### config.mk
export PLATFORM = sky130hd
export DESIGN_NAME = agent_vertex_collision_detect_top
export DESIGN_NICKNAME = d
export VERILOG_FILES = /design/src/avcd_pkg.sv /design/src/avcd_match.sv /design/src/avcd_group.sv /design/src/avcd_emit.sv /design/src/agent_vertex_collision_detect_top.sv
export SDC_FILE = /design/constraint.sdc
export NUM_CORES = 1
export LEC_CHECK = 0
export BUFFER_PORTS_ARGS = -buffer_cell sky130_fd_sc_hd__clkbuf_2
export CORE_UTILIZATION = 28
export CTS_BUF_LIST = sky130_fd_sc_hd__clkbuf_8 sky130_fd_sc_hd__clkbuf_16
export CTS_CLUSTER_SIZE = 8
export DETAILED_ROUTE_END_ITERATION = 7
export GPL_TIMING_DRIVEN = 0
export PLACE_DENSITY = 0.41
export SLEW_MARGIN = 10
export SYNTH_ARGS = -nofsm -noshare
export SYNTH_HDL_FRONTEND = slang
export SYNTH_HIERARCHICAL = 1
export SYNTH_SLANG_ARGS = --single-unit
### constraint.sdc
create_clock -name clk_i -period 11.6 [get_ports clk_i]
set_input_delay 0 -clock clk_i [delete_from_list [all_inputs] [get_ports clk_i]]
set_output_delay 0 -clock clk_i [all_outputs]
set_load 0.02 [all_outputs]
### src/avcd_pkg.sv
// ----------------------------------------------------------------------------
// avcd_pkg: shared types for the vertex collision detector
// Field widths, per-agent cell records and the items that travel between
// pipeline stages.
// ----------------------------------------------------------------------------
package avcd_pkg;

  localparam int unsigned MaxAgents = 4;
  localparam int unsigned CoordW    = 8;
  localparam int unsigned StepOutW  = 16;
  localparam int unsigned GroupCnt  = 2;

  typedef logic [CoordW-1:0]    coord_t;
  typedef logic [MaxAgents-1:0] agent_mask_t;
  typedef logic [StepOutW-1:0]  step_t;
  typedef logic [1:0]           grp_cnt_t;

  typedef struct packed {
    coord_t x;
    coord_t y;
  } cell_t;

  typedef cell_t [MaxAgents-1:0] cell_arr_t;

  // eq[j][k] set when agents j and k stand on the same cell
  typedef agent_mask_t [MaxAgents-1:0] eq_mat_t;

  typedef struct packed {
    coord_t      x;
    coord_t      y;
    agent_mask_t mask;
  } group_t;

  typedef struct packed {
    cell_arr_t   cells;
    agent_mask_t present;
    step_t       step;
  } step_item_t;

  typedef struct packed {
    cell_arr_t   cells;
    agent_mask_t present;
    step_t       step;
    eq_mat_t     eq;
  } match_item_t;

  typedef struct packed {
    group_t [GroupCnt-1:0] grp;
    grp_cnt_t              count;
    step_t                 step;
  } group_item_t;

endpackage

### src/avcd_match.sv
// ----------------------------------------------------------------------------
// avcd_match: pairwise cell compare stage
// Compares the cells of every agent pair and registers the match matrix
// together with the step item.
// ----------------------------------------------------------------------------
module avcd_match (
  input  logic                     clk_i,
  input  logic                     rst_ni,
  input  logic                     in_valid_i,
  output logic                     in_ready_o,
  input  avcd_pkg::step_item_t     in_item_i,
  output logic                     out_valid_o,
  input  logic                     out_ready_i,
  output avcd_pkg::match_item_t    out_item_o
);
  import avcd_pkg::*;

  logic        valid_q;
  match_item_t item_q;
  eq_mat_t     eq_d;

  always_comb begin
    for (int j = 0; j < MaxAgents; j++) begin
      for (int k = 0; k < MaxAgents; k++) begin
        eq_d[j][k] = (in_item_i.cells[j] == in_item_i.cells[k]);
      end
    end
  end

  assign in_ready_o  = !valid_q || out_ready_i;
  assign out_valid_o = valid_q;
  assign out_item_o  = item_q;

  always_ff @(posedge clk_i or negedge rst_ni) begin
    if (!rst_ni) begin
      valid_q <= 1'b0;
    end else if (in_ready_o) begin
      valid_q <= in_valid_i;
    end
  end

  always_ff @(posedge clk_i) begin
    if (in_ready_o && in_valid_i) begin
      item_q.cells   <= in_item_i.cells;
      item_q.present <= in_item_i.present;
      item_q.step    <= in_item_i.step;
      item_q.eq      <= eq_d;
    end
  end

endmodule

### src/avcd_group.sv
// ----------------------------------------------------------------------------
// avcd_group: group extraction stage
// Finds the lead agent of each shared cell, builds the group masks and keeps
// the first two groups of two or more agents. Steps without a group drop here.
// ----------------------------------------------------------------------------
module avcd_group (
  input  logic                     clk_i,
  input  logic                     rst_ni,
  input  logic                     in_valid_i,
  output logic                     in_ready_o,
  input  avcd_pkg::match_item_t    in_item_i,
  output logic                     out_valid_o,
  input  logic                     out_ready_i,
  output avcd_pkg::group_item_t    out_item_o
);
  import avcd_pkg::*;

  logic        valid_q;
  group_item_t item_q;
  group_item_t item_d;

  agent_mask_t             lead;
  agent_mask_t             shared;
  agent_mask_t [MaxAgents-1:0] mask;

  always_comb begin
    lead   = '0;
    shared = '0;
    item_d = '0;
    for (int j = 0; j < MaxAgents; j++) begin
      logic prior;
      prior = 1'b0;
      for (int k = 0; k < j; k++) begin
        prior = prior | (in_item_i.present[k] & in_item_i.eq[k][j]);
      end
      lead[j]   = in_item_i.present[j] & !prior;
      mask[j]   = in_item_i.present & in_item_i.eq[j];
      shared[j] = lead[j] && ((mask[j] & (mask[j] - 1'b1)) != '0);
    end
    item_d.step = in_item_i.step;
    for (int j = 0; j < MaxAgents; j++) begin
      if (shared[j]) begin
        if (item_d.count == grp_cnt_t'(0)) begin
          item_d.grp[0].x    = in_item_i.cells[j].x;
          item_d.grp[0].y    = in_item_i.cells[j].y;
          item_d.grp[0].mask = mask[j];
          item_d.count       = grp_cnt_t'(1);
        end else if (item_d.count == grp_cnt_t'(1)) begin
          item_d.grp[1].x    = in_item_i.cells[j].x;
          item_d.grp[1].y    = in_item_i.cells[j].y;
          item_d.grp[1].mask = mask[j];
          item_d.count       = grp_cnt_t'(2);
        end
      end
    end
  end

  assign in_ready_o  = !valid_q || out_ready_i;
  assign out_valid_o = valid_q;
  assign out_item_o  = item_q;

  always_ff @(posedge clk_i or negedge rst_ni) begin
    if (!rst_ni) begin
      valid_q <= 1'b0;
    end else if (in_ready_o) begin
      valid_q <= in_valid_i && (item_d.count != grp_cnt_t'(0));
    end
  end

  always_ff @(posedge clk_i) begin
    if (in_ready_o && in_valid_i) begin
      item_q <= item_d;
    end
  end

endmodule

### src/avcd_emit.sv
// ----------------------------------------------------------------------------
// avcd_emit: ordering and result output stage
// Puts the two groups of a step in ascending x then y order and hands them
// out one result per transfer, marking the last one of the step.
// ----------------------------------------------------------------------------
module avcd_emit (
  input  logic                     clk_i,
  input  logic                     rst_ni,
  input  logic                     in_valid_i,
  output logic                     in_ready_o,
  input  avcd_pkg::group_item_t    in_item_i,
  output logic                     out_valid_o,
  input  logic                     out_ready_i,
  output avcd_pkg::step_t          step_index_o,
  output avcd_pkg::group_t         group_o,
  output logic                     last_o
);
  import avcd_pkg::*;

  logic   out_valid_q;
  logic   pend_valid_q;
  logic   last_q;
  step_t  step_q;
  group_t cur_q;
  group_t pend_q;

  logic   two;
  logic   swap;
  group_t first;
  group_t second;
  logic   out_fire;
  logic   in_fire;

  assign two = (in_item_i.count == grp_cnt_t'(2));
  assign swap = two && ((in_item_i.grp[1].x < in_item_i.grp[0].x) ||
                        ((in_item_i.grp[1].x == in_item_i.grp[0].x) &&
                         (in_item_i.grp[1].y < in_item_i.grp[0].y)));
  assign first  = swap ? in_item_i.grp[1] : in_item_i.grp[0];
  assign second = swap ? in_item_i.grp[0] : in_item_i.grp[1];

  assign out_fire   = out_valid_q && out_ready_i;
  assign in_ready_o = !out_valid_q || (out_fire && !pend_valid_q);
  assign in_fire    = in_valid_i && in_ready_o;

  assign out_valid_o  = out_valid_q;
  assign step_index_o = step_q;
  assign group_o      = cur_q;
  assign last_o       = last_q;

  always_ff @(posedge clk_i or negedge rst_ni) begin
    if (!rst_ni) begin
      out_valid_q  <= 1'b0;
      pend_valid_q <= 1'b0;
    end else if (in_fire) begin
      out_valid_q  <= 1'b1;
      pend_valid_q <= two;
    end else if (out_fire) begin
      out_valid_q  <= pend_valid_q;
      pend_valid_q <= 1'b0;
    end
  end

  always_ff @(posedge clk_i) begin
    if (in_fire) begin
      step_q <= in_item_i.step;
      cur_q  <= first;
      pend_q <= second;
      last_q <= !two;
    end else if (out_fire && pend_valid_q) begin
      cur_q  <= pend_q;
      last_q <= 1'b1;
    end
  end

endmodule

### src/agent_vertex_collision_detect_top.sv
// ----------------------------------------------------------------------------
// agent_vertex_collision_detect_top: vertex collision detector for grid agents
// Reports every cell that two or more present agents share at a time step.
//
//   Channel | Handshake              | Payload
//   --------+------------------------+-------------------------------------------
//   in      | in_valid_i/in_ready_o  | agent0..3 x/y, present_mask, final_step
//   out     | out_valid_o/out_ready_i| step_index, cell_x/y, involved_mask, last
//
// Three register stages: pair compare, group extraction, ordering/output.
// Steps with one or no collision flow at one per cycle while out_ready_i is
// high; a step with two collisions holds the ordering/output stage until
// both its results are taken, set by the single result port.
// Reset clears valid bits and the step counter; stalls hold every stage.
// ----------------------------------------------------------------------------
module agent_vertex_collision_detect_top #(
  parameter int unsigned NUM_AGENTS = 4,
  parameter int unsigned COORD_BITS = 8,
  parameter int unsigned STEP_BITS  = 16
) (
  input  logic                  clk_i,
  input  logic                  rst_ni,
  input  logic                  in_valid_i,
  output logic                  in_ready_o,
  input  logic [7:0]            agent0_x_i,
  input  logic [7:0]            agent0_y_i,
  input  logic [7:0]            agent1_x_i,
  input  logic [7:0]            agent1_y_i,
  input  logic [7:0]            agent2_x_i,
  input  logic [7:0]            agent2_y_i,
  input  logic [7:0]            agent3_x_i,
  input  logic [7:0]            agent3_y_i,
  input  logic [3:0]            present_mask_i,
  input  logic                  final_step_i,
  output logic                  out_valid_o,
  input  logic                  out_ready_i,
  output logic [15:0]           step_index_o,
  output logic [7:0]            cell_x_o,
  output logic [7:0]            cell_y_o,
  output logic [3:0]            involved_mask_o,
  output logic                  last_of_step_o
);
  import avcd_pkg::*;

  localparam int unsigned CmpBits = (COORD_BITS < CoordW) ? COORD_BITS : CoordW;
  localparam coord_t      CoordMask = coord_t'((1 << CmpBits) - 1);
  localparam agent_mask_t AgentMask = agent_mask_t'((1 << NUM_AGENTS) - 1);
  localparam logic [STEP_BITS-1:0] StepMax = '1;

  logic [STEP_BITS-1:0]          step_cnt_q;
  logic [STEP_BITS-1:0]          step_cnt_d;
  logic [STEP_BITS+StepOutW-1:0] step_ext;

  step_item_t  in_item;
  logic        match_valid;
  logic        match_ready;
  match_item_t match_item;
  logic        group_valid;
  logic        group_ready;
  group_item_t group_item;
  group_t      res_group;
  step_t       res_step;

  assign step_ext = {{StepOutW{1'b0}}, step_cnt_q};

  always_comb begin
    in_item.cells[0].x = agent0_x_i & CoordMask;
    in_item.cells[0].y = agent0_y_i & CoordMask;
    in_item.cells[1].x = agent1_x_i & CoordMask;
    in_item.cells[1].y = agent1_y_i & CoordMask;
    in_item.cells[2].x = agent2_x_i & CoordMask;
    in_item.cells[2].y = agent2_y_i & CoordMask;
    in_item.cells[3].x = agent3_x_i & CoordMask;
    in_item.cells[3].y = agent3_y_i & CoordMask;
    in_item.present    = present_mask_i & AgentMask;
    in_item.step       = step_ext[StepOutW-1:0];
  end

  always_comb begin
    step_cnt_d = step_cnt_q;
    if (final_step_i) begin
      step_cnt_d = '0;
    end else if (step_cnt_q != StepMax) begin
      step_cnt_d = step_cnt_q + 1'b1;
    end
  end

  always_ff @(posedge clk_i or negedge rst_ni) begin
    if (!rst_ni) begin
      step_cnt_q <= '0;
    end else if (in_valid_i && in_ready_o) begin
      step_cnt_q <= step_cnt_d;
    end
  end

  avcd_match u_match (
    .clk_i       (clk_i),
    .rst_ni      (rst_ni),
    .in_valid_i  (in_valid_i),
    .in_ready_o  (in_ready_o),
    .in_item_i   (in_item),
    .out_valid_o (match_valid),
    .out_ready_i (match_ready),
    .out_item_o  (match_item)
  );

  avcd_group u_group (
    .clk_i       (clk_i),
    .rst_ni      (rst_ni),
    .in_valid_i  (match_valid),
    .in_ready_o  (match_ready),
    .in_item_i   (match_item),
    .out_valid_o (group_valid),
    .out_ready_i (group_ready),
    .out_item_o  (group_item)
  );

  avcd_emit u_emit (
    .clk_i        (clk_i),
    .rst_ni       (rst_ni),
    .in_valid_i   (group_valid),
    .in_ready_o   (group_ready),
    .in_item_i    (group_item),
    .out_valid_o  (out_valid_o),
    .out_ready_i  (out_ready_i),
    .step_index_o (res_step),
    .group_o      (res_group),
    .last_o       (last_of_step_o)
  );

  assign step_index_o    = res_step;
  assign cell_x_o        = res_group.x;
  assign cell_y_o        = res_group.y;
  assign involved_mask_o = res_group.mask;

endmodule

== Word level (Yosys, flattened, before mapping) ==
Index checks and enable logic that the tools add are counted.

* Add/sub/neg operators: 5
* Magnitude comparators: 2
* Equal/unequal tests: 18
* Multiplexer cells: 31
* Bitwise operators: 20
* Reduce and logical (&&, ||, !) cells: 37

{| class="wikitable"
|+ Operators with widths
! operator !! count
|-
| $mux W20 || 13
|-
| $eq A16 B16 Y1 || 12
|-
| $mux W42 || 3
|-
| $and A4 B4 Y4 || 8
|-
| $mux W16 || 2
|-
| $mux W22 || 1
|-
| $add A16 B1 Y16 const B || 1
|-
| $lt A8 B8 Y1 || 2
|-
| $ne A16 B16 Y1 const B || 1
|-
| $reduce_bool A4 Y1 || 4
|-
| $sub A4 B1 Y4 const B || 4
|-
| $logic_and A1 B1 Y1 || 13
|-
| $mux W2 || 6
|-
| $and A1 B1 Y1 || 9
|-
| $eq A8 B8 Y1 || 1
|-
| $logic_not A1 Y1 || 8
|-
| $reduce_bool A2 Y1 || 4
|-
| $eq A2 B1 Y1 const B || 3
|-
| $logic_not A2 Y1 || 3
|-
| $mux W1 || 6
|-
| $logic_or A1 B1 Y1 || 4
|-
| $or A1 B1 Y1 || 3
|-
| $eq A2 B2 Y1 const B || 1
|-
| $reduce_and A2 Y1 || 1
|}

* Flip-flop bits (word level): 231
* Input bits: 73
* Output and inout port bits: 39
* Word-level logic and storage cells: 148

== Depth between registers and ports, before layout ==
Gate-level depths: netlist of run 1.

* Depth in word-level cells: 20
* Depth in mapped cells: 20
* Gate-level depth less buffers: 14

== By module ==
The synthesis of run 1 kept the hierarchy.

{| class="wikitable"
|+ By module, submodules not included
! module !! instances !! cells each !! area each (sq um) !! sequential area each (sq um)
|-
| avcd_match || 1 || 231 || 3891.2 || 2727.6
|-
| avcd_group || 1 || 328 || 3457.1 || 1766.7
|-
| avcd_emit || 1 || 197 || 2906.5 || 1761.7
|-
| agent_vertex_collision_detect_top || 1 || 102 || 1036.0 || 400.4
|}

== Worst setup path before layout of run 1 ==
Ideal clock, no wire load.

* Path type: flip-flop to flip-flop
* Start: register u_match.item_q, in the netlist u_match/out_item_o[32]
* End: register u_group.item_q, in the netlist u_group/out_item_o[47], data pin
* Setup time: 0.257 ns
* Arrival time: 3.710 ns
* Required time: 11.343 ns
* Slack: 7.632 ns
* Cell stages (with the launch flop): 19
* Buffers on the path: 5
* Period minus slack after synthesis: 3.968 ns
* Cell sequence: edfxtp_1 -> buf_6 -> buf_6 -> a222oi_1 -> a211oi_2 -> and2_1 -> inv_1 -> ha_1 -> inv_1 -> a31oi_1 -> and2_1 -> clkbuf_1 -> a21oi_1 -> ha_1 -> or4b_1 -> buf_2 -> buf_2 -> nor2_1 -> a21oi_1

{| class="wikitable"
|+ RTL lines
! element !! RTL line !! RTL
|-
| from (decl) || avcd_match.sv:19 || <nowiki>match_item_t item_q;</nowiki>
|-
| to (signal assigned) || avcd_group.sv:72 || <nowiki>item_q <= item_d;</nowiki>
|-
| to (decl) || avcd_group.sv:19 || <nowiki>group_item_t item_q;</nowiki>
|}

==> flow_summary.yaml, run 1 <==
run_status:
  status: "complete, no violations"
placed_design:
  place_inst: 1499
  globalplace.congestion: 0.812
  dp_hpwl_um: 22800
  pre_cts_ws_ns: 6.40
  io_buffer_count: 111
cells_and_area:
  area_growth_pct: 26.2
  drive_above_1_share_pct: 21.7
  layout.nets: 1177
  final_cell_mix: "205 x edfxtp_1, 111 x clkbuf_2, 96 x xnor2_1"
  final_common_cell: "edfxtp_1"
  fin_cells: 1623
  antenna-diode-count: 0
  fillerInstances: 3907
floorplanning:
  dieWidth_um: 203
  fp.coreArea_um2: 39700
  io_pins: 112
  rows: 73
  die_area_um2: 41100
  start_util_pct: 28.4
  die_h_um: 203
sta:
  finalHoldViolations: 0
  tns_ns: 0
  layout_setup_ws_ns: 6.41
  slew_viol_final: 0
  worst_pin_slew_ns: 1.00
  grt_setup_unrepaired: "no"
  finalSetupViolCount: 0
  relSlewSlack_pct: 32.6
  max_freq_mhz: 193
  fin_crit_ns: 5.19
  finalClockSkew_ns: 0.0220
  fin_crit_sh_pct: 44.7
global_routing:
  grt_pass1_vias: 7814
  met2_usage_pct: 23.0
  grt_overflow: 0
  grt_max_degree: 59
  top_usage_layer: "met2"
  track_usage_pct: 15.3
  antenna_found_initial: 0
  use_met1_pct: 22.3
  grtUsageMet3_pct: 2.57
  grt_pass1_wl_um: 48000
clocking:
  clk_latency_ns: 0.50
  numCtsBuffers: 34
  tritoncts: "done"
  clockBufferDepth: 3
  numClockSinks: 225
  path_clk_slew_ns: 0.05
  cts_root_buf: "clkbuf_16"
  htree_levels: 2
setup_path:
  critPathMaxFanout: 10
  path_class: "flip-flop to flip-flop"
  cp.arrival_ns: 5.52
  crit_path_end_kind: "flip-flop"
  start_kind: "flip-flop"
  cp.required_ns: 11.94
logic_synthesis:
  mappedNetlistArea_um2: 11300
  synth_xor_xnor_area_share_pct: 7.45
  yosysWarningCount: 6
  synthAdderAreaFrac_pct: 2.44
  synth_simple_gate_area_share_pct: 11.6
  synth-compound-area-share_pct: 12.6
  async_flop_share_pct: 8.89
  ys_types: 80
  ys_ff_latch: 225
  synth-edff-count: 205
  netlist_instances: 858
  ys_seq_area_share_pct: 59.0
  muxShareOfSynthArea_pct: 3.09
  ys.flop_type: "edfxtp_1"
  syn_avg_cell_area_um2: 13.2
  synth_top_family_by_area: "compound AO/OA/AOI/OAI gates"
power_and_ir_drop:
  peakVddDrop_v: 0.0000662
  p_int_uw: 1660
  p_seq_share_pct: 46.5
  p_sw_share_pct: 24.7
  power_density_nw_per_um2: 155
  p_leak_uw: 0.00528
  p_sw_uw: 544
  p_clk_share_pct: 40.5
  combPwrFrac_pct: 13.0
routing:
  via_per_inst: 4.71
  vias: 7644
  first_pass_iters: 5
  initialDrtViolationCount: 525
  wire_per_inst_um: 19.0
  drc: 0
  wirelength_um: 30800
  ant_nets: 0
hold_path:
  holdCritPathClass: "input port to asynchronous set/reset pin"
job:
  drv_cap: 0
## cells in the mapped netlist (all sizes together), types with 4 or more instances
library cell	instances	area [µm²]
xnor2	96	841
o211ai	4	30.0
dfrtp	20	500
and2	10	65.1
and2b	19	143
nor2	28	105
buf	36	285
nor4	10	106
nor3	8	51.3
edfxtp	205	6160
inv	26	97.6
o22a	6	55.1
a2111oi	5	70.1
o2bb2ai	6	52.6
a221oi	17	149
o22ai	4	25.0
nand3	10	55.1
nand2b	5	31.3
mux2	23	259
nor2b	4	25.0
a211oi	5	47.5
nand2	46	173
clkbuf	13	48.8
a21o	7	60.1
a211o	5	45.0
ha	22	275
a31oi	5	31.3
a21oi	43	215
o21ai	42	210
and3	4	26.3
or3b	17	149
a221o	20	200
mux2i	9	90.1
nand4	33	221
## registers in the layout, indices dropped and copies added (netlist names), 16 cells and up
register / cells
u_group/out_item_o: 58
step_cnt_q: 16
u_emit/step_index_o: 16
u_emit/pend_q: 20
u_match/out_item_o: 90
u_emit/group_o: 20
## kinds of logic (layout without fill, tap and decap cells)
group,count (synthesis),in the layout
XOR/XNOR,96,96
AO/OA/AOI/OAI,195,195
adder cells (fa/ha/maj),22,22
AND/OR/NAND/NOR,212,212
flip-flops,225,225
other,1,4
multiplexers,32,32
buffers and inverters,75,312
## metrics by stage
step           cell area, µm²  power [µW]  utilization [%]  hold WS (ns)
6_report                14300        2200             35.9        0.0255
5_1_grt                 14300        2310             35.9        0.0723
4_1_cts                 14300        2240             35.9        0.0294
3_5_place_dp            12600        1310             31.6        0.0276
3_3_place_gp            12500        1310             31.5        0.0362
2_1_floorplan           11300        1200                -        -0.296
## final cells by class
type,instances,area [µm²],area share (%)
Buffer,49,334,2.34
Clock buffer,35,876,6.14
Clock inverter,17,95.1,0.667
Inverter,26,97.6,0.685
Multi-Input combinational cell,561,4220,29.6
Sequential cell,225,6660,46.7
Tap cell,525,657,4.61
Timing Repair Buffer,185,1320,9.23
## worst max-delay path, cell delays in order (launching register included)
cell	delay (ns)
edfxtp_1	0.49
a32oi_1	0.19
o21ai_0	0.22
and2_1	0.15
buf_2	0.21
buf_1	0.44
inv_1	0.15
ha_1	0.24
inv_1	0.07
a31oi_1	0.05
and2_1	0.21
clkbuf_1	0.29
a21oi_1	0.37
ha_1	0.27
nand3_1	0.12
nor4_2	0.76
clkbuf_1	0.51
nand2_1	0.12
o21ai_1	0.12
## worst paths after layout
path	end	slack, ns	cells past startpoint	start
setup / recovery	u_group/out_item_o[33]$_DFFE_PP_	6.41	18	u_match/out_item_o[2]$_DFFE_PP_
hold / removal	step_cnt_q[10]$_DFFE_PN0P_	0.03	2	rst_ni
setup reg to reg	u_group/out_item_o[33]$_DFFE_PP_	6.41	18	u_match/out_item_o[2]$_DFFE_PP_
hold reg to reg	u_group/out_item_o[2]$_DFFE_PP_	0.41	0	u_match/out_item_o[18]$_DFFE_PP_
max in group asynchronous	step_cnt_q[9]$_DFFE_PN0P_	11.19	2	rst_ni
min in group clk_i	u_match/out_item_o[32]$_DFFE_PP_	0.22	2	present_mask_i[0]
## power by group through the flow
| stage | Combinational, µW | Clock [µW] | Sequential (µW) |
|---|---|---|---|
| finish | 287 | 893 | 1020 |
| global route | 316 | 961 | 1030 |
| CTS | 292 | 928 | 1020 |
| detailed placement | 272 | 0 | 1040 |
| global placement | 268 | 0 | 1040 |
| floorplan | 157 | 0 | 1040 |
## what timing repair did
action,in CTS,in global routing
gates resized for setup,0,0
buffers inserted,0,0
hold endpoints to repair,100,0
hold buffers,72,0
## metal layers
| layer | share of wire [%] | wire length, µm |
|---|---|---|
| met1 | 50 | 15300 |
| met2 | 44 | 13500 |
| met3 | 4.4 | 1370 |
| met4 | 1.9 | 597 |
| met5 | 0 | 0 |
Power figures use the tool's default switching activity.
==> run 2, diff against run 1 <==
--- a/config.mk
+++ b/config.mk
@@ -11,7 +11,7 @@
 export CTS_CLUSTER_SIZE = 8
 export DETAILED_ROUTE_END_ITERATION = 7
 export GPL_TIMING_DRIVEN = 0
-export PLACE_DENSITY = 0.41
+export PLACE_DENSITY = 0.42
 export SLEW_MARGIN = 10
 export SYNTH_ARGS = -nofsm -noshare
 export SYNTH_HDL_FRONTEND = slang
==> constraint.sdc (replaced) <==
create_clock -name clk_i -period 4.3 [get_ports clk_i]
set_input_delay 0 -clock clk_i [delete_from_list [all_inputs] [get_ports clk_i]]
set_output_delay 0 -clock clk_i [all_outputs]
set_load 0.02 [all_outputs]
==> flow_summary.yaml, run 2 (synthesized netlist as in run 1, its figures left out) <==
sta:
  finalHoldViolations: 0
  layout_setup_ws_ns: 0.188
  finalClockSkew_ns: 0.0146
  finalSetupViolCount: 0
  whs_ns: 0.0438
  relSlewSlack_pct: 49.5
  worst_pin_slew_ns: 0.757
  fin_crit_ns: 4.11
  grt_setup_unrepaired: "no"
  fin_crit_sh_pct: 95.6
  tns_ns: 0
  max_freq_mhz: 243
  slew_viol_final: 0
placed_design:
  pre_cts_ws_ns: -0.881
  dp_hpwl_um: 22700
  io_buffer_count: 111
  globalplace.congestion: 0.809
clocking:
  clk_latency_ns: 0.50
  path_clk_slew_ns: 0.05
  htree_levels: 2
  clockBufferDepth: 3
  cts_root_buf: "clkbuf_16"
  numClockSinks: 225
  numCtsBuffers: 34
  tritoncts: "done"
setup_path:
  reg2reg_to: "u_group/out_item_o[47]$_DFFE_PP_"
  r2r-start: "u_match/out_item_o[4]$_DFFE_PP_"
  crit_path_end_kind: "flip-flop"
  startpoint: "u_match/out_item_o[4]$_DFFE_PP_"
  critPathMaxFanout: 10
  ff2ff_path_depth: 18
  start_kind: "flip-flop"
  cp.arrival_ns: 4.34
  cp.required_ns: 4.53
  path_class: "flip-flop to flip-flop"
  reg2reg_slack_ns: 0.19
power_and_ir_drop:
  power_density_nw_per_um2: 417
  total_power_uw: 5990
  p_leak_uw: 0.00535
  peakVddDrop_v: 0.000162
cells_and_area:
  layout.nets: 1183
  final_core_util_pct: 36.2
  final_common_cell: "edfxtp_1"
  area_growth_pct: 27.3
  antenna-diode-count: 0
  drive_above_1_share_pct: 23.1
  largest_reg_flops: 90
  final_cell_mix: "205 x edfxtp_1, 116 x clkbuf_2, 96 x xnor2_1"
global_routing:
  grt_pass1_vias: 7701
  grt_pass1_wl_um: 47000
  grt_max_degree: 54
  track_usage_pct: 15.0
  antenna_found_initial: 0
  grt_overflow: 0
floorplanning:
  io_pins: 112
  die_area_um2: 41100
  dieWidth_um: 203
  start_util_pct: 28.4
  die_h_um: 203
  rows: 73
  fp.coreArea_um2: 39700
routing:
  wirelength_um: 30800
  via_per_inst: 4.69
  vias: 7636
  ant_nets: 0
  initialDrtViolationCount: 412
  wire_per_inst_um: 18.9
  first_pass_iters: 4
  drc: 0
hold_path:
  holdCritPathClass: "input port to asynchronous set/reset pin"
run_status:
  status: "complete, no violations"
job:
  drv_cap: 0
==> run 2: critical path: stages (launching register included) <==
cell      delay (ns)
edfxtp_1        0.49
buf_4           0.20
a222oi_1        0.31
buf_4           0.18
a211oi_2        0.05
and2_1          0.21
inv_1           0.08
ha_1            0.16
inv_1           0.06
a31oi_1         0.18
and2_1          0.25
buf_6           0.19
a21oi_2         0.07
ha_1            0.27
or4b_1          0.52
buf_2           0.22
buf_2           0.23
nor2_1          0.11
a21oi_1         0.07
==> run 2: area by class of cell <==
| type | count | area [µm²] |
|---|---|---|
| clock buffers | 38 | 940 |
| flip-flops and latches | 225 | 6660 |
| plain buffers | 48 | 347 |
| fillers | 3869 | 25400 |
| well taps | 525 | 657 |
| inverters | 26 | 97.6 |
| multi-input cells | 561 | 4240 |
| repair buffers | 192 | 1390 |
| clock inverters | 13 | 50.0 |
==> run 2: timing repair <==
item | CTS | global route
setup buffers | 3 | 3
resized for setup | 9 | 7
endpoints found under the hold margin | 99 | 0
hold buffers | 72 | 0
pin swaps | 1 | 0
endpoints found under the setup margin | 40 | 34
==> run 2: where the power goes <==
group          internal, µW  switching [µW]
sequential             2630             124
combinational           349             440
clock                  1530             915
==> run 2: how the worst max path moves through the flow <==
stage | to | cells past startpoint
2_1_floorplan | u_group/out_item_o[48]$_DFFE_PP_ | 18
3_3_place_gp | u_group/out_item_o[33]$_DFFE_PP_ | 18
3_5_place_dp | u_group/out_item_o[30]$_DFFE_PP_ | 18
4_1_cts | u_group/out_item_o[30]$_DFFE_PP_ | 18
5_1_grt | u_group/out_item_o[53]$_DFFE_PP_ | 19
6_report | u_group/out_item_o[47]$_DFFE_PP_ | 18
==> run 2: layer usage <==
metal / wire length, µm / share of wire, % / track usage (%)
met2: 13500 / 44 / 22.9
met5: 0 / 0 / 0
met4: 614 / 2.0 / 4.46
met1: 15300 / 50 / 21.7
met3: 1370 / 4.5 / 2.57
==> run 2: per-stage QoR <==
| stage | instances | cell area [µm²] |
|---|---|---|
| 2_1_floorplan | 861 | 11300 |
| 3_3_place_gp | 1497 | 12500 |
| 3_5_place_dp | 1500 | 12600 |
| 4_1_cts | 1625 | 14300 |
| 5_1_grt | 1628 | 14400 |
| 6_report | 1628 | 14400 |
